## src/esc_tpr_pkg.sv

```systemverilog
// Shared types, constants and register map for the ESC throttle pulse ramp.
`default_nettype none

package esc_tpr_pkg;

   // Default sizes handed to the top level parameters
   localparam int PULSE_BITS_DEF = 12;
   localparam int COUNT_BITS_DEF = 16;

   // Width of the goal sum before saturation (12-bit neutral + 11-bit offset, up to 16-bit max)
   localparam int SUM_BITS = 17;

   // Register reset values
   localparam logic [11:0] NEUTRAL_RESET    = 12'd1500;
   localparam logic [10:0] MAX_OFFSET_RESET = 11'd450;
   localparam logic [7:0]  STEP_RESET       = 8'd2;
   localparam logic [7:0]  DELAY_RESET      = 8'd5;
   localparam logic [15:0] PAUSE_RESET      = 16'd500;
   localparam logic [15:0] ARM_RESET        = 16'd5000;

   // Speed scaling: full speed in percent, and divide-by-100 reciprocal (2^19 / 100, rounded up)
   localparam logic [6:0]  FULL_PCT    = 7'd100;
   localparam logic [12:0] RECIP_100   = 13'd5243;
   localparam int          RECIP_SHIFT = 19;

   // Register indexes (byte address / 4)
   localparam logic [2:0] REG_NEUTRAL    = 3'd0;
   localparam logic [2:0] REG_MAX_OFFSET = 3'd1;
   localparam logic [2:0] REG_STEP       = 3'd2;
   localparam logic [2:0] REG_DELAY      = 3'd3;
   localparam logic [2:0] REG_PAUSE      = 3'd4;
   localparam logic [2:0] REG_ARM        = 3'd5;

   // Command codes of an input word
   typedef enum logic [1:0] {
      CMD_TICK     = 2'd0,
      CMD_ARM      = 2'd1,
      CMD_THROTTLE = 2'd2
   } cmd_type;

   // Controller phase, also reported on the result channel
   typedef enum logic [2:0] {
      PH_UNARMED    = 3'd0,
      PH_ARMING     = 3'd1,
      PH_HOLDING    = 3'd2,
      PH_TO_NEUTRAL = 3'd3,
      PH_PAUSING    = 3'd4,
      PH_TO_TARGET  = 3'd5
   } phase_type;

   // Configuration as seen by the datapath
   typedef struct packed {
      logic [11:0] neutral_us;
      logic [10:0] max_offset_us;
      logic [7:0]  step_us;
      logic [7:0]  delay_ticks;
      logic [15:0] pause_ticks;
      logic [15:0] arm_ticks;
   } cfg_type;

endpackage

`default_nettype wire

```

## src/esc_tpr_csr.sv

```systemverilog
// APB-style configuration register file for the ESC throttle pulse ramp.
`default_nettype none

module esc_tpr_csr
   import esc_tpr_pkg::*;
(
   input  wire logic        clock,
   input  wire logic        reset,
   input  wire logic        psel,
   input  wire logic        penable,
   input  wire logic        pwrite,
   input  wire logic [4:0]  paddr,
   input  wire logic [31:0] pwdata,
   output logic [31:0]      prdata,
   output logic             pready,
   output cfg_type          cfg
);

   cfg_type     cfg_ff;
   cfg_type     cfg_in;
   logic [2:0]  reg_idx;
   logic        wr_en;

   assign reg_idx = paddr[4:2];
   assign wr_en   = psel && penable && pwrite;
   assign pready  = 1'b1;
   assign cfg     = cfg_ff;

   // Register write decode
   always_comb begin
      cfg_in = cfg_ff;
      if (wr_en) begin
         case (reg_idx)
            REG_NEUTRAL:    cfg_in.neutral_us    = pwdata[11:0];
            REG_MAX_OFFSET: cfg_in.max_offset_us = pwdata[10:0];
            REG_STEP:       cfg_in.step_us       = pwdata[7:0];
            REG_DELAY:      cfg_in.delay_ticks   = pwdata[7:0];
            REG_PAUSE:      cfg_in.pause_ticks   = pwdata[15:0];
            REG_ARM:        cfg_in.arm_ticks     = pwdata[15:0];
            default:        cfg_in = cfg_ff;
         endcase
      end
   end

   always_ff @(posedge clock) begin
      if (reset) begin
         cfg_ff.neutral_us    <= NEUTRAL_RESET;
         cfg_ff.max_offset_us <= MAX_OFFSET_RESET;
         cfg_ff.step_us       <= STEP_RESET;
         cfg_ff.delay_ticks   <= DELAY_RESET;
         cfg_ff.pause_ticks   <= PAUSE_RESET;
         cfg_ff.arm_ticks     <= ARM_RESET;
      end else begin
         cfg_ff <= cfg_in;
      end
   end

   // Read mux
   always_comb begin
      case (reg_idx)
         REG_NEUTRAL:    prdata = {20'd0, cfg_ff.neutral_us};
         REG_MAX_OFFSET: prdata = {21'd0, cfg_ff.max_offset_us};
         REG_STEP:       prdata = {24'd0, cfg_ff.step_us};
         REG_DELAY:      prdata = {24'd0, cfg_ff.delay_ticks};
         REG_PAUSE:      prdata = {16'd0, cfg_ff.pause_ticks};
         REG_ARM:        prdata = {16'd0, cfg_ff.arm_ticks};
         default:        prdata = 32'd0;
      endcase
   end

endmodule

`default_nettype wire

```

## src/esc_tpr_tgt.sv

```systemverilog
// Goal pulse pipeline: input register, offset multiply, divide by 100, goal saturation.
`default_nettype none

module esc_tpr_tgt
   import esc_tpr_pkg::*;
#(
   parameter int PULSE_BITS = PULSE_BITS_DEF
)
(
   input  wire logic                  clock,
   input  wire logic                  reset,
   input  wire cfg_type               cfg,
   input  wire logic                  req_valid,
   output logic                       req_ready,
   input  wire logic [1:0]            req_command,
   input  wire logic signed [1:0]     req_direction,
   input  wire logic [7:0]            req_speed_pct,
   output logic                       item_valid,
   input  wire logic                  item_ready,
   output logic [1:0]                 item_cmd,
   output logic [PULSE_BITS-1:0]      item_tgt
);

   // Stage valids and advance conditions
   logic v1_ff, v2_ff, v3_ff, v4_ff;
   logic v1_in, v2_in, v3_in, v4_in;
   logic rdy1, rdy2, rdy3, rdy4;

   // Stage 1: input word
   logic [1:0]  cmd1_ff;
   logic [1:0]  dir1_ff;
   logic [7:0]  spd1_ff;

   // Stage 2: offset product and direction flags
   logic [1:0]  cmd2_ff;
   logic        plus2_ff, minus2_ff;
   logic [17:0] prod2_ff;
   logic [6:0]  spd_cl;
   logic [17:0] prod_in;

   // Stage 3: quotient estimate
   logic [1:0]  cmd3_ff;
   logic        plus3_ff, minus3_ff;
   logic [17:0] prod3_ff;
   logic [11:0] quo3_ff;
   logic [30:0] recip_prod;

   // Stage 4: goal pulse
   logic [1:0]            cmd4_ff;
   logic [PULSE_BITS-1:0] tgt4_ff;
   logic [PULSE_BITS-1:0] tgt_in;
   logic [18:0]           quo_x100;
   logic [11:0]           off12;
   logic [10:0]           off;
   logic [SUM_BITS-1:0]   sum_up;
   logic [SUM_BITS-1:0]   pulse_max;
   logic [SUM_BITS-1:0]   sum_sat;
   logic [11:0]           diff_dn;

   // Ready chain: a stage loads when it is empty or its contents move on
   assign rdy4      = !v4_ff || item_ready;
   assign rdy3      = !v3_ff || rdy4;
   assign rdy2      = !v2_ff || rdy3;
   assign rdy1      = !v1_ff || rdy2;
   assign req_ready = rdy1;

   assign v1_in = rdy1 ? req_valid : v1_ff;
   assign v2_in = rdy2 ? v1_ff : v2_ff;
   assign v3_in = rdy3 ? v2_ff : v3_ff;
   assign v4_in = rdy4 ? v3_ff : v4_ff;

   always_ff @(posedge clock) begin
      if (reset) begin
         v1_ff <= 1'b0;
         v2_ff <= 1'b0;
         v3_ff <= 1'b0;
         v4_ff <= 1'b0;
      end else begin
         v1_ff <= v1_in;
         v2_ff <= v2_in;
         v3_ff <= v3_in;
         v4_ff <= v4_in;
      end
   end

   // Speed clamp and offset multiply
   assign spd_cl  = (spd1_ff > 8'(FULL_PCT)) ? FULL_PCT : spd1_ff[6:0];
   assign prod_in = 18'(cfg.max_offset_us) * 18'(spd_cl);

   // Divide by 100: reciprocal multiply, never below the true quotient
   assign recip_prod = 31'(prod2_ff) * 31'(RECIP_100);

   // Correct the estimate by one where it overshoots, then form the goal
   assign quo_x100  = 19'(quo3_ff) * 19'(FULL_PCT);
   assign off12     = (quo_x100 > 19'(prod3_ff)) ? (quo3_ff - 12'd1) : quo3_ff;
   assign off       = off12[10:0];
   assign sum_up    = SUM_BITS'(cfg.neutral_us) + SUM_BITS'(off);
   assign pulse_max = {{(SUM_BITS-PULSE_BITS){1'b0}}, {PULSE_BITS{1'b1}}};
   assign sum_sat   = (sum_up > pulse_max) ? pulse_max : sum_up;
   assign diff_dn   = (12'(off) > cfg.neutral_us) ? 12'd0 : (cfg.neutral_us - 12'(off));

   always_comb begin
      if (plus3_ff) begin
         tgt_in = sum_sat[PULSE_BITS-1:0];
      end else if (minus3_ff) begin
         tgt_in = PULSE_BITS'(diff_dn);
      end else begin
         tgt_in = PULSE_BITS'(cfg.neutral_us);
      end
   end

   // Payload registers
   always_ff @(posedge clock) begin
      if (rdy1) begin
         cmd1_ff <= req_command;
         dir1_ff <= req_direction;
         spd1_ff <= req_speed_pct;
      end
      if (rdy2) begin
         cmd2_ff   <= cmd1_ff;
         plus2_ff  <= (dir1_ff == 2'b01) && (spd1_ff != 8'd0);
         minus2_ff <= dir1_ff[1] && (spd1_ff != 8'd0);
         prod2_ff  <= prod_in;
      end
      if (rdy3) begin
         cmd3_ff   <= cmd2_ff;
         plus3_ff  <= plus2_ff;
         minus3_ff <= minus2_ff;
         prod3_ff  <= prod2_ff;
         quo3_ff   <= recip_prod[RECIP_SHIFT+11:RECIP_SHIFT];
      end
      if (rdy4) begin
         cmd4_ff <= cmd3_ff;
         tgt4_ff <= tgt_in;
      end
   end

   assign item_valid = v4_ff;
   assign item_cmd   = cmd4_ff;
   assign item_tgt   = tgt4_ff;

endmodule

`default_nettype wire

```

## src/esc_tpr_core.sv

```systemverilog
// Arming, ramp and pause controller with the result register.
`default_nettype none

module esc_tpr_core
   import esc_tpr_pkg::*;
#(
   parameter int PULSE_BITS = PULSE_BITS_DEF,
   parameter int COUNT_BITS = COUNT_BITS_DEF
)
(
   input  wire logic                  clock,
   input  wire logic                  reset,
   input  wire cfg_type               cfg,
   input  wire logic                  item_valid,
   output logic                       item_ready,
   input  wire logic [1:0]            item_cmd,
   input  wire logic [PULSE_BITS-1:0] item_tgt,
   output logic                       rsp_valid,
   input  wire logic                  rsp_ready,
   output logic [PULSE_BITS-1:0]      rsp_pulse_us,
   output logic [2:0]                 rsp_phase,
   output logic                       rsp_accepted
);

   // Compare width for the wait counter against 8- and 16-bit limits
   localparam int CW = (COUNT_BITS > 16) ? COUNT_BITS : 16;
   localparam logic [COUNT_BITS-1:0] COUNT_MAX = {COUNT_BITS{1'b1}};

   logic [PULSE_BITS-1:0] pulse_ff, pulse_in;
   logic [PULSE_BITS-1:0] goal_ff, goal_in;
   phase_type             mode_ff, mode_in;
   logic [COUNT_BITS-1:0] wait_ff, wait_in;

   logic                  rsp_valid_ff, rsp_valid_in;
   logic [PULSE_BITS-1:0] rsp_pulse_ff;
   phase_type             rsp_phase_ff;
   logic                  rsp_acc_ff;

   logic                  take;
   logic                  took;
   logic [PULSE_BITS-1:0] neu;
   logic [COUNT_BITS-1:0] wait_inc;
   logic [CW-1:0]         wait_cmp;
   logic                  wait_sat;
   logic                  arm_done, delay_done, pause_done;
   logic                  crosses;

   // Step unit signals
   logic                  do_step;
   logic                  step_neu;
   logic [PULSE_BITS-1:0] aim;
   logic [PULSE_BITS-1:0] st;
   logic [PULSE_BITS-1:0] gap;
   logic [PULSE_BITS-1:0] mv;
   logic [PULSE_BITS-1:0] step_nxt;

   assign take       = item_valid && item_ready;
   assign item_ready = !rsp_valid_ff || rsp_ready;
   assign neu        = PULSE_BITS'(cfg.neutral_us);

   // Saturating tick count and wait-over tests
   assign wait_inc   = (wait_ff == COUNT_MAX) ? wait_ff : (wait_ff + COUNT_BITS'(1));
   assign wait_cmp   = CW'(wait_inc);
   assign wait_sat   = (wait_inc == COUNT_MAX);
   assign arm_done   = (wait_cmp >= CW'(cfg.arm_ticks)) || wait_sat;
   assign delay_done = (wait_cmp >= CW'(cfg.delay_ticks)) || wait_sat;
   assign pause_done = (wait_cmp >= CW'(cfg.pause_ticks)) || wait_sat;

   // Goal on the far side of neutral from the present pulse
   assign crosses = ((pulse_ff < neu) && (item_tgt > neu)) ||
                    ((pulse_ff > neu) && (item_tgt < neu));

   // Next state for one word
   always_comb begin
      pulse_in = pulse_ff;
      goal_in  = goal_ff;
      mode_in  = mode_ff;
      wait_in  = wait_ff;
      took     = 1'b0;
      do_step  = 1'b0;
      step_neu = 1'b0;

      case (item_cmd)
         CMD_TICK: begin
            case (mode_ff)
               PH_ARMING: begin
                  pulse_in = neu;
                  wait_in  = wait_inc;
                  if (arm_done) begin
                     mode_in = PH_HOLDING;
                     wait_in = '0;
                  end
               end
               PH_TO_NEUTRAL, PH_TO_TARGET: begin
                  wait_in = wait_inc;
                  if (delay_done) begin
                     do_step  = 1'b1;
                     step_neu = (mode_ff == PH_TO_NEUTRAL);
                  end
               end
               PH_PAUSING: begin
                  wait_in = wait_inc;
                  if (pause_done) begin
                     wait_in = '0;
                     if (pulse_ff == goal_ff) begin
                        mode_in = PH_HOLDING;
                     end else begin
                        do_step = 1'b1;
                     end
                  end
               end
               default: begin
                  wait_in = wait_ff;
               end
            endcase
         end
         CMD_ARM: begin
            pulse_in = neu;
            goal_in  = neu;
            wait_in  = '0;
            mode_in  = (cfg.arm_ticks == 16'd0) ? PH_HOLDING : PH_ARMING;
         end
         CMD_THROTTLE: begin
            if ((mode_ff != PH_UNARMED) && (mode_ff != PH_ARMING)) begin
               took    = 1'b1;
               goal_in = item_tgt;
               // A pause runs on unless the new goal is neutral
               if (!((mode_ff == PH_PAUSING) && (item_tgt != neu))) begin
                  wait_in = '0;
                  if (crosses) begin
                     do_step  = 1'b1;
                     step_neu = 1'b1;
                  end else if (pulse_ff == item_tgt) begin
                     mode_in = PH_HOLDING;
                  end else begin
                     do_step = 1'b1;
                  end
               end
            end
         end
         default: begin
            took = 1'b0;
         end
      endcase

      // One ramp step toward neutral or the goal, at most step_us (zero counts as one)
      aim = step_neu ? neu : goal_in;
      st  = (cfg.step_us == 8'd0) ? PULSE_BITS'(1) : PULSE_BITS'(cfg.step_us);
      gap = (pulse_ff < aim) ? (aim - pulse_ff) : (pulse_ff - aim);
      mv  = (gap > st) ? st : gap;
      step_nxt = (pulse_ff < aim) ? (pulse_ff + mv) : (pulse_ff - mv);

      if (do_step) begin
         pulse_in = step_nxt;
         wait_in  = '0;
         if (step_nxt == aim) begin
            mode_in = step_neu ? PH_PAUSING : PH_HOLDING;
         end else begin
            mode_in = step_neu ? PH_TO_NEUTRAL : PH_TO_TARGET;
         end
      end
   end

   // Controller state
   always_ff @(posedge clock) begin
      if (reset) begin
         pulse_ff <= PULSE_BITS'(NEUTRAL_RESET);
         goal_ff  <= PULSE_BITS'(NEUTRAL_RESET);
         mode_ff  <= PH_UNARMED;
         wait_ff  <= '0;
      end else if (take) begin
         pulse_ff <= pulse_in;
         goal_ff  <= goal_in;
         mode_ff  <= mode_in;
         wait_ff  <= wait_in;
      end
   end

   // Result register
   assign rsp_valid_in = take ? 1'b1 : (rsp_ready ? 1'b0 : rsp_valid_ff);

   always_ff @(posedge clock) begin
      if (reset) begin
         rsp_valid_ff <= 1'b0;
      end else begin
         rsp_valid_ff <= rsp_valid_in;
      end
   end

   always_ff @(posedge clock) begin
      if (take) begin
         rsp_pulse_ff <= pulse_in;
         rsp_phase_ff <= mode_in;
         rsp_acc_ff   <= took;
      end
   end

   assign rsp_valid    = rsp_valid_ff;
   assign rsp_pulse_us = rsp_pulse_ff;
   assign rsp_phase    = rsp_phase_ff;
   assign rsp_accepted = rsp_acc_ff;

   // A throttle word is only taken once armed
   a_acc_armed: assert property (@(posedge clock) disable iff (reset)
      (rsp_valid_ff && rsp_acc_ff) |->
         (rsp_phase_ff != PH_UNARMED) && (rsp_phase_ff != PH_ARMING))
      else $error("throttle taken while unarmed or arming");

   // The phase moves only when a word is taken
   a_mode_hold: assert property (@(posedge clock) disable iff (reset)
      (!take) |=> $stable(mode_ff))
      else $error("phase changed without a word");

   // Holding and unarmed never carry a running wait
   a_wait_idle: assert property (@(posedge clock) disable iff (reset)
      ((mode_ff == PH_HOLDING) || (mode_ff == PH_UNARMED)) |-> (wait_ff == '0))
      else $error("wait count running while idle");

   // A taken throttle word becomes the goal
   a_goal_load: assert property (@(posedge clock) disable iff (reset)
      (take && took) |=> (goal_ff == $past(item_tgt)))
      else $error("goal not loaded from throttle word");

endmodule

`default_nettype wire

```

## src/esc_throttle_pulse_ramp_unit.sv

```systemverilog
// Top level of the ESC throttle pulse ramp: register file, goal pipeline and controller.
//
//  channel  | handshake               | words
//  ---------+-------------------------+--------------------------------------------
//  req      | req_valid / req_ready   | req_command, req_direction, req_speed_pct
//  rsp      | rsp_valid / rsp_ready   | rsp_pulse_us, rsp_phase, rsp_accepted
//  csr      | psel / penable / pready | paddr, pwrite, pwdata, prdata
//
// One word per cycle while the result side takes results; the word passes five registers:
// input register, offset multiply, divide-by-100 reciprocal multiply, goal saturation,
// then the controller state and result register, which update together.
// Reset is synchronous and clears state at once (pulse and goal to 1500, unarmed).
// A stalled result holds the pipeline only as far as it is full; bubbles still fill.
`default_nettype none

module esc_throttle_pulse_ramp_unit
   import esc_tpr_pkg::*;
#(
   parameter int PULSE_BITS = PULSE_BITS_DEF,
   parameter int COUNT_BITS = COUNT_BITS_DEF
)
(
   input  wire logic                  clock,
   input  wire logic                  reset,
   input  wire logic                  req_valid,
   output logic                       req_ready,
   input  wire logic [1:0]            req_command,
   input  wire logic signed [1:0]     req_direction,
   input  wire logic [7:0]            req_speed_pct,
   output logic                       rsp_valid,
   input  wire logic                  rsp_ready,
   output logic [PULSE_BITS-1:0]      rsp_pulse_us,
   output logic [2:0]                 rsp_phase,
   output logic                       rsp_accepted,
   input  wire logic                  psel,
   input  wire logic                  penable,
   input  wire logic                  pwrite,
   input  wire logic [4:0]            paddr,
   input  wire logic [31:0]           pwdata,
   output logic [31:0]                prdata,
   output logic                       pready
);

   cfg_type               cfg;
   logic                  item_valid;
   logic                  item_ready;
   logic [1:0]            item_cmd;
   logic [PULSE_BITS-1:0] item_tgt;

   esc_tpr_csr u_csr (
      .clock   (clock),
      .reset   (reset),
      .psel    (psel),
      .penable (penable),
      .pwrite  (pwrite),
      .paddr   (paddr),
      .pwdata  (pwdata),
      .prdata  (prdata),
      .pready  (pready),
      .cfg     (cfg)
   );

   esc_tpr_tgt #(
      .PULSE_BITS (PULSE_BITS)
   ) u_tgt (
      .clock         (clock),
      .reset         (reset),
      .cfg           (cfg),
      .req_valid     (req_valid),
      .req_ready     (req_ready),
      .req_command   (req_command),
      .req_direction (req_direction),
      .req_speed_pct (req_speed_pct),
      .item_valid    (item_valid),
      .item_ready    (item_ready),
      .item_cmd      (item_cmd),
      .item_tgt      (item_tgt)
   );

   esc_tpr_core #(
      .PULSE_BITS (PULSE_BITS),
      .COUNT_BITS (COUNT_BITS)
   ) u_core (
      .clock        (clock),
      .reset        (reset),
      .cfg          (cfg),
      .item_valid   (item_valid),
      .item_ready   (item_ready),
      .item_cmd     (item_cmd),
      .item_tgt     (item_tgt),
      .rsp_valid    (rsp_valid),
      .rsp_ready    (rsp_ready),
      .rsp_pulse_us (rsp_pulse_us),
      .rsp_phase    (rsp_phase),
      .rsp_accepted (rsp_accepted)
   );

endmodule

`default_nettype wire

```

## config.mk

```make
export PLATFORM = sky130hd
export DESIGN_NAME = esc_throttle_pulse_ramp_unit
export DESIGN_NICKNAME = d
export VERILOG_FILES = /design/src/esc_tpr_pkg.sv /design/src/esc_tpr_csr.sv /design/src/esc_tpr_tgt.sv /design/src/esc_tpr_core.sv /design/src/esc_throttle_pulse_ramp_unit.sv
export SDC_FILE = /design/constraint.sdc
export NUM_CORES = 1
export LEC_CHECK = 0
export CAP_MARGIN = 20
export CORE_AREA = 2 2 281 283
export CTS_CLUSTER_DIAMETER = 100
export DETAILED_ROUTE_END_ITERATION = 10
export DIE_AREA = 0 0 283 285
export DONT_BUFFER_PORTS = 1
export PLACE_DENSITY = 0.52
export SLEW_MARGIN = 40
export SYNTH_ARGS = -nofsm -noshare
export SYNTH_HDL_FRONTEND = slang
export SYNTH_SLANG_ARGS = --single-unit
export TNS_END_PERCENT = 50
```

## constraint.sdc

```tcl
create_clock -name clock -period 14.16 [get_ports clock]
set_input_delay 2.832 -clock clock [delete_from_list [all_inputs] [get_ports clock]]
set_output_delay 2.832 -clock clock [all_outputs]
set_load 0.01 [all_outputs]
```

# Word level (Yosys, flattened, before mapping)
# Cells that the tools add are included.
# totals
regBits	217
wordCells	174
out_inout_bits	51
in_bits	56
# op_classes
reduce_logical	39
n_mux	57
order_cmp	13
mul	3
n_addsub	8
n_eq_ne	22
# ops
operator	n
$mux 12	11
$mux 16	6
$pmux 16 s3	2
$pmux 16 s6	1
$pmux 12 s2	2
$eq 12x12->1	3
$gt 12x12->1	3
$lt 12x12->1	3
$sub 12x12->12	3
$mux 3	11
$eq 16x16->1 const B	2
$ge 16x16->1	2
$mul 18x13->31 const B	1
$gt 19x18->1	1
$mul 11x7->18	1
$mul 12x5->17 const B	1
$add 16x1->16 const B	1
$ge 16x8->1	1
$logic_not 16->1	1
$mux 1	15
$add 12x11->13	1
$gt 13x12->1 const B	1
$add 12x12->12	1
$eq 3x3->1 const B	4
32 further kinds	64

# Logic depth before layout (Yosys ltp)
# Gate-level depths: netlist of run 1.
# logic_depth
ltp_word	17
depth_mapped	57
ltp_nobuf	53

# Hierarchy
# From an unflattened synthesis of run 1, not the netlist that was laid out.
# unflattened
hier_cells	2635
hier_area_um2	23920.4
# by_module_without_submodules
mod	cells_per_inst	seq_area_each_um2	n_inst	area_per_inst_um2
esc_tpr_tgt	1222	2542.4	1	12316.8
esc_tpr_core	1038	1361.3	1	8023.9
esc_tpr_csr	375	1421.4	1	3579.7

# Worst setup path before layout of run 1
# No wires, ideal clock.
# synth_timing
kind	reg-to-reg
startpoint	register u_core.wait_ff[1]
endpoint	register u_core.rsp_phase_ff[1], in the netlist u_core.rsp_phase[1] (data pin)
n_path_buf	5
synth_period_minus_slack_ps	11362
setup_ps	260
stages_incl_launch_ff	53
slack_ps	2798
arrival_time_ps	11103
t_required_ps	13900
path_cell_list	dfxtp_1 ha_1 nand2_1 or4_1 or2_2 clkbuf_1 nand3_1 xnor2_1 ha_1 a41oi_1 o21ai_0 a211o_1 nor4_2 a21o_4 o21ai_1 clkbuf_1 clkbuf_1 o21a_1 (+17 left out) inv_1 ha_1 a21oi_1 a31oi_1 xnor2_1 ha_1 or3_1 a221o_1 a31o_2 a21oi_1 xnor2_1 a2111o_1 o21ai_0 o211ai_1 or4b_4 o21a_1 nor2_2 nand2_1
# synth_between
elab_chain_len	17
elab_cells_between_ends	36
classes_between	add/sub (5); order compare (5); eq/ne (3); mux (20); reduce/logical (3)
# synth_lines
element	line_no	rtl
from (decl)	esc_tpr_core.sv:32	logic [COUNT_BITS-1:0] wait_ff, wait_in;
from (signal assigned)	esc_tpr_core.sv:175	wait_ff <= wait_in;
$add 16x1->16 / $eq 16x16->1 (equally long branches)	esc_tpr_core.sv:62	assign wait_inc = (wait_ff == COUNT_MAX) ? wait_ff : (wait_ff + COUNT_BITS'(1));
$mux 16 *	esc_tpr_core.sv:62	
$ge 16x8->1 / $eq 16x16->1 (equally long branches)	esc_tpr_core.sv:66, esc_tpr_core.sv:64	
$logic_or 1x1->1	esc_tpr_core.sv:66	assign delay_done = (wait_cmp >= CW'(cfg.delay_ticks)) || wait_sat;
$mux 1	esc_tpr_core.sv:96	if (delay_done) begin
$mux 1	esc_tpr_core.sv:85	case (mode_ff)
$pmux 1 s2	esc_tpr_core.sv:83	case (item_cmd)
$mux 12	esc_tpr_core.sv:147	aim = step_neu ? neu : goal_in;
(+2 left out)	n/a	
$gt 12x12->1	esc_tpr_core.sv:150	mv = (gap > st) ? st : gap;
$mux 12	esc_tpr_core.sv:150	
$sub 12x12->12 / $add 12x12->12 (equally long branches)	esc_tpr_core.sv:151	step_nxt = (pulse_ff < aim) ? (pulse_ff + mv) : (pulse_ff - mv);
$mux 12	esc_tpr_core.sv:151	
$eq 12x12->1	esc_tpr_core.sv:156	if (step_nxt == aim) begin
$mux 3	esc_tpr_core.sv:156	
$mux 3 *	esc_tpr_core.sv:153	if (do_step) begin
net u_core.mode_in[1]	esc_tpr_core.sv:31	phase_type mode_ff, mode_in;
to (signal assigned)	esc_tpr_core.sv:193	rsp_phase_ff <= mode_in;
to (decl)	esc_tpr_core.sv:36	phase_type rsp_phase_ff;
# Mark *: on every way through the listed nets, which the timed path passes. The rest lies on a longest branch.
# A chain may end at the register's enable or synchronous reset.

# Worst setup path after layout of run 1
# layout_timing
startpoint	register u_core.wait_ff[0]
endpoint	register u_core.rsp_phase_ff[1], in the netlist u_core.rsp_phase[1] (data pin)
# The elaborated chain is that of the path after synthesis.

==> flow_summary.json, run 1 <==
{
  "dp_slack_ns": 1.07,
  "worst_pin_slew_ns": 0.931,
  "grt_max_degree": 82,
  "hold_viol": 0,
  "cts.clk_slew.worst_paths_ns": 0.06,
  "slew-limit-headroom_pct": 37.4,
  "drt_iter0_drc": 957,
  "drv_cap": 0,
  "cts_hold_buf": 0,
  "overflow": 0,
  "syn_inst": 2609,
  "gp_congestion": 0.896,
  "critPathCaptureType": "register",
  "cts_buffers": 27,
  "cpPeakStageDelay_ns": 0.70,
  "critical_path.max_fanout": 11,
  "crit_type": "register to register",
  "routedWlPerCell_um": 18.1,
  "routed_wl_um": 65600,
  "placed_area_um2": 24200,
  "final_cell_mix": "inv_1 (380), ha_1 (350), nand2_1 (242)",
  "synth-seq-area-share_pct": 23.0,
  "synth.area.top_cells": "ha_1 (19%), edfxtp_1 (13%), fa_1 (12%), dfxtp_1 (10%), inv_1 (6.2%)",
  "finClkSkew_ns": 0.0131,
  "drive_above_1_share_pct": 4.69,
  "status": "finished, final reports clean",
  "synth_largest_area_cell": "ha_1",
  "antenna_found_initial": 1,
  "dr.pass1.iters": 7,
  "fin_crit_sh_pct": 93.0,
  "final_common_cell": "inv_1",
  "syn_area_um2": 23100,
  "vias": 17937,
  "grt_pass1_vias": 17961,
  "dieArea_um2": 80700,
  "avgSynthCellArea_um2": 8.87,
  "cts_max_level": 1,
  "cts_max_path_buffers": 3,
  "synth_top_area_share_pct": 18.9,
  "start_util_pct": 29.7,
  "clock-sinks": 217,
  "num-nets-final": 3110,
  "synth_warnings": 0,
  "vias_per_cell": 4.94,
  "numPortBuffers": 0,
  "post_cts_buffers": 0,
  "worst_path_max_delay_cell": "a2111oi_1",
  "synthArstFlopShare_pct": 0,
  "report.final.slew_viol_count": 0,
  "ant_nets": 0,
  "crit_arrival_ns": 13.47,
  "final_area_um2": 25100,
  "ctsResizeCount": 0,
  "grt_util_all_layers_pct": 16.2,
  "root_buffer": "clkbuf_16",
  "core_um2": 78000,
  "areaGrowthSynthToFinish_pct": 8.51,
  "worstPathRequired_ns": 14.46,
  "grt_setup_unrepaired": "false",
  "drc": 0,
  "n_antenna_cell": 0,
  "insertion_delay_ns": 0.56,
  "row_count": 103,
  "ys_types": 84,
  "regArea_um2": 5330,
  "synth_edf_count": 98,
  "tns_ns": 0,
  "synthFlopType": "dfxtp_1",
  "die_w_um": 283,
  "layout_min_cycle_time_ns": 13.17,
  "crit_top_cell": "ha_1",
  "cts_tree": "done",
  "setup_violations": 0,
  "worstSetupStartpointType": "register",
  "synth.ff_latch_count": 217,
  "grt_pass1_wl_um": 104000,
  "io_pins": 107,
  "min_path_type": "register to register",
  "die_h_um": 285,
  "worst_slack_ns": 0.988,
  "multiInputGateArea_um2": 15900,
  "dp_hpwl_um": 51600,
  "fmax_ghz": 0.0759,
  "final.fill_count": 8228,
  "hold_ws_ns": 0.421
}
[logic make-up after synthesis]
| kind of cell | Yosys count | synth area share [%] |
|---|---|---|
| flops | 217 | 23.0 |
| simple gates | 653 | 13.6 |
| buf+inv | 497 | 8.48 |
| xor+xnor | 128 | 4.85 |
| fa+ha+maj | 493 | 31.3 |
| mux | 58 | 2.81 |
| other cells | 2 | 0.0325 |
| compound gates | 561 | 16.0 |
[layer usage]
| layer | vias to the layer above | share of wire (%) | GRT usage, % |
|---|---|---|---|
| met5 | - | 0 | 0 |
| met4 | 0 | 2.8 | 4.34 |
| met3 | 93 | 4.2 | 1.85 |
| met2 | 381 | 47 | 27.2 |
| met1 | 8593 | 46 | 22.0 |
| li1 | 8870 | - | - |
[synthesized netlist by cell type, types with 19 or more instances]
cell type / count
inv_1: 381
ha_1: 350
nand2_1: 243
a21oi_1: 152
fa_1: 143
nor2_1: 142
dfxtp_1: 119
o21ai_0: 100
edfxtp_1: 98
xnor2_1: 94
clkbuf_1: 71
a22oi_1: 49
mux2i_1: 41
o211ai_1: 41
nand3_1: 39
a21o_1: 36
xor2_1: 34
and3_1: 33
o21a_1: 29
nand4_1: 28
nor2b_1: 27
nor3_1: 26
and2_1: 25
a31oi_1: 20
buf_4: 20
nand2b_1: 19
[layout make-up]
cell class,instances,share of cell area (%)
inverters,381,5.71
repair buffers,24,0.718
clock inverters,16,0.668
flip-flops and latches,217,21.2
clock buffers,34,2.97
multi-input cells,1910,63.5
well taps,1050,5.23
[sequential cells by signal, summed over array words and instances, names as in the netlist, 2 cells and up]
register,cells
u_csr.cfg,71
u_core.rsp_pulse_us,12
u_core.mode_ff,3
u_tgt.cmd2_ff,2
u_tgt.item_tgt,12
u_core.rsp_phase,3
u_tgt.spd1_ff,8
u_core.goal_ff,12
u_core.wait_ff,16
u_tgt.dir1_ff,2
u_tgt.prod2_ff,18
u_tgt.cmd1_ff,2
u_tgt.quo3_ff,12
u_tgt.cmd3_ff,2
u_tgt.prod3_ff,18
u_core.pulse_ff,12
u_tgt.item_cmd,2
[metrics by stage]
| stage | utilization, % | std cells |
|---|---|---|
| 6_report | 32.2 | 3632 |
| 5_1_grt | 32.2 | 3632 |
| 4_1_cts | 32.2 | 3632 |
| 3_5_place_dp | 31.0 | 3582 |
| 3_3_place_gp | 31.0 | 3582 |
| 2_1_floorplan | - | 2624 |
[worst paths after layout]
check | start | to | slack, ns | cells after the start
worst min-delay path | u_tgt.cmd3_ff[1] | u_tgt.item_cmd[1] | 0.42 | 0
worst max-delay path | u_core.wait_ff[0] | u_core.rsp_phase[1] | 0.99 | 50
worst min register to register | u_tgt.cmd3_ff[1] | u_tgt.item_cmd[1] | 0.42 | 0
worst max register to register | u_core.wait_ff[0] | u_core.rsp_phase[1] | 0.99 | 50
[critical path: cells and delay by family, from the launching register on]
| kind | cells | cell delay, ns |
|---|---|---|
| AO/OA/AOI/OAI | 23 | 5.78 |
| AND/OR/NAND/NOR | 12 | 3.03 |
| adder cells (fa/ha/maj) | 7 | 2.02 |
| XOR/XNOR | 4 | 1.14 |
| flip-flops | 1 | 0.47 |
| buffers and inverters | 3 | 0.24 |
| multiplexers | 1 | 0.24 |
Power of run 1 is not shown: default switching activity piles up to over one toggle a cycle in this logic, so the estimate is an artifact.
==> run 2, diff against run 1 <==
==> constraint.sdc (replaced) <==
create_clock -name clock -period 14.8 [get_ports clock]
set_input_delay 2.96 -clock clock [delete_from_list [all_inputs] [get_ports clock]]
set_output_delay 2.96 -clock clock [all_outputs]
set_load 0.01 [all_outputs]
==> run 2 against run 1 <==
  * Non-clock buffer count down 1
  * Fmax is 2.0% lower
  * Flip-flop and latch count did not move
  * Core utilization up 0.11 points
  * Via count grew 0.41%
  * Clock skew rose by 0.0052 ns
  * Die area is the same
==> flow_summary.json, run 2 (synthesis results as in run 1) <==
{
  "status": "finished, final reports clean",
  "final_cell_mix": "inv_1 (380), ha_1 (350), nand2_1 (242)",
  "num-nets-final": 3110,
  "cts.clk_slew.worst_paths_ns": 0.06,
  "grt.met2_usage_pct": 27.1,
  "multiInputGateArea_um2": 15900,
  "setup_violations": 0,
  "crit_arrival_ns": 13.75,
  "fin_crit_sh_pct": 90.8,
  "placed_area_um2": 24200,
  "grt_pass1_vias": 17838,
  "areaGrowthSynthToFinish_pct": 8.88,
  "die_w_um": 283,
  "ctsResizeCount": 0,
  "grtUsageMet1_pct": 22.0,
  "worstPathRequired_ns": 15.11,
  "cts_hold_buf": 0,
  "cts_buffers": 28,
  "root_buffer": "clkbuf_16",
  "worst_path_max_delay_cell": "a2111oi_1",
  "vias": 18011,
  "critPathCaptureType": "register",
  "use_met3_pct": 1.78,
  "worst_pin_slew_ns": 0.872,
  "drv_cap": 0,
  "gp_congestion": 0.898,
  "insertion_delay_ns": 0.56,
  "final_area_um2": 25200,
  "final_common_cell": "inv_1",
  "report.final.slew_viol_count": 0,
  "row_count": 103,
  "routed_wl_um": 65500,
  "core_um2": 78000,
  "cts_max_level": 1,
  "worst_slack_ns": 1.36,
  "numPortBuffers": 0,
  "critical_path.max_fanout": 19,
  "vias_per_cell": 4.95,
  "finClkSkew_ns": 0.0183,
  "fin_util_pct": 32.3,
  "top_usage_layer": "met2",
  "drt_iter0_drc": 1036,
  "cpPeakStageDelay_ns": 0.79,
  "grt_setup_unrepaired": "false",
  "cts_max_path_buffers": 3,
  "regArea_um2": 5330,
  "final.fill_count": 8191,
  "largest_reg_flops": 71,
  "antenna_found_initial": 0,
  "clock-sinks": 217,
  "start_util_pct": 29.7,
  "crit_top_cell": "ha_1",
  "min_path_type": "register to register",
  "grt_util_all_layers_pct": 16.1,
  "hold_viol": 0,
  "cts_tree": "done",
  "grt_pass1_wl_um": 103000,
  "drive_above_1_share_pct": 4.80,
  "crit_type": "register to register",
  "ant_nets": 0,
  "tns_ns": 0,
  "dp_slack_ns": 1.61,
  "post_cts_buffers": 0,
  "worstSetupStartpointType": "register",
  "io_pins": 107,
  "dr.pass1.iters": 5,
  "routedWlPerCell_um": 18.0,
  "grt_max_degree": 82,
  "fmax_ghz": 0.0744,
  "die_h_um": 285,
  "dieArea_um2": 80700,
  "drc": 0,
  "layout_min_cycle_time_ns": 13.44,
  "overflow": 0,
  "dp_hpwl_um": 51600,
  "slew-limit-headroom_pct": 41.7
}
-- run 2: cell count changes in the layout (fill, tap and decap cells not counted) --
| cell | change |
|---|---|
| clkbuf_8 | +4 |
| inv_8 | -1 |
| clkinv_2 | -3 |
| inv_2 | +1 |
| clkinv_1 | -4 |
| clkbuf_1 | +2 |
| clkbuf_16 | +2 |
| buf_4 | -1 |
| diode_2 | +4 |
| clkinv_4 | +1 |
-- run 2: metal layers --
metal | up-vias | wire length, µm | share of wire (%)
li1 | 8887 | - | -
met1 | 8628 | 30300 | 46
met2 | 397 | 30600 | 47
met3 | 99 | 2750 | 4.2
met4 | 0 | 1800 | 2.7
met5 | - | 0 | 0
-- run 2: worst max-delay path: cells and delay by family, from the launching register on --
kind                     cells  cell delay (ns)
adder cells (fa/ha/maj)      7             2.02
buffers and inverters        4             0.45
XOR/XNOR                     4             1.17
flip-flops                   1             0.48
AND/OR/NAND/NOR             12             2.92
multiplexers                 1             0.24
AO/OA/AOI/OAI               23             5.85
-- run 2: area by class of cell --
| class | count | area share (%) |
|---|---|---|
| diodes | 4 | 0.0397 |
| clock buffers | 42 | 3.40 |
| clock inverters | 10 | 0.561 |
| inverters | 381 | 5.68 |
| multi-input cells | 1910 | 63.3 |
| flip-flops and latches | 217 | 21.1 |
| well taps | 1050 | 5.21 |
| repair buffers | 23 | 0.685 |
-- run 2: worst paths after layout --
path	from	end	slack, ns	cells after the start
setup / recovery	u_core.wait_ff[0]	u_core.rsp_phase[1]	1.36	51
hold / removal	u_tgt.cmd3_ff[0]	u_tgt.item_cmd[0]	0.43	0
setup reg to reg	u_core.wait_ff[0]	u_core.rsp_phase[1]	1.36	51
hold reg to reg	u_tgt.cmd3_ff[0]	u_tgt.item_cmd[0]	0.43	0
-- run 2: per-stage QoR --
| stage | instances | hold slack [ns] |
|---|---|---|
| 2_1_floorplan | 2624 | 0.400 |
| 3_3_place_gp | 3581 | 0.412 |
| 3_5_place_dp | 3581 | 0.417 |
| 4_1_cts | 3633 | 0.430 |
| 5_1_grt | 3633 | 0.440 |
| 6_report | 3637 | 0.430 |
Power of run 2 is left out for the same reason.
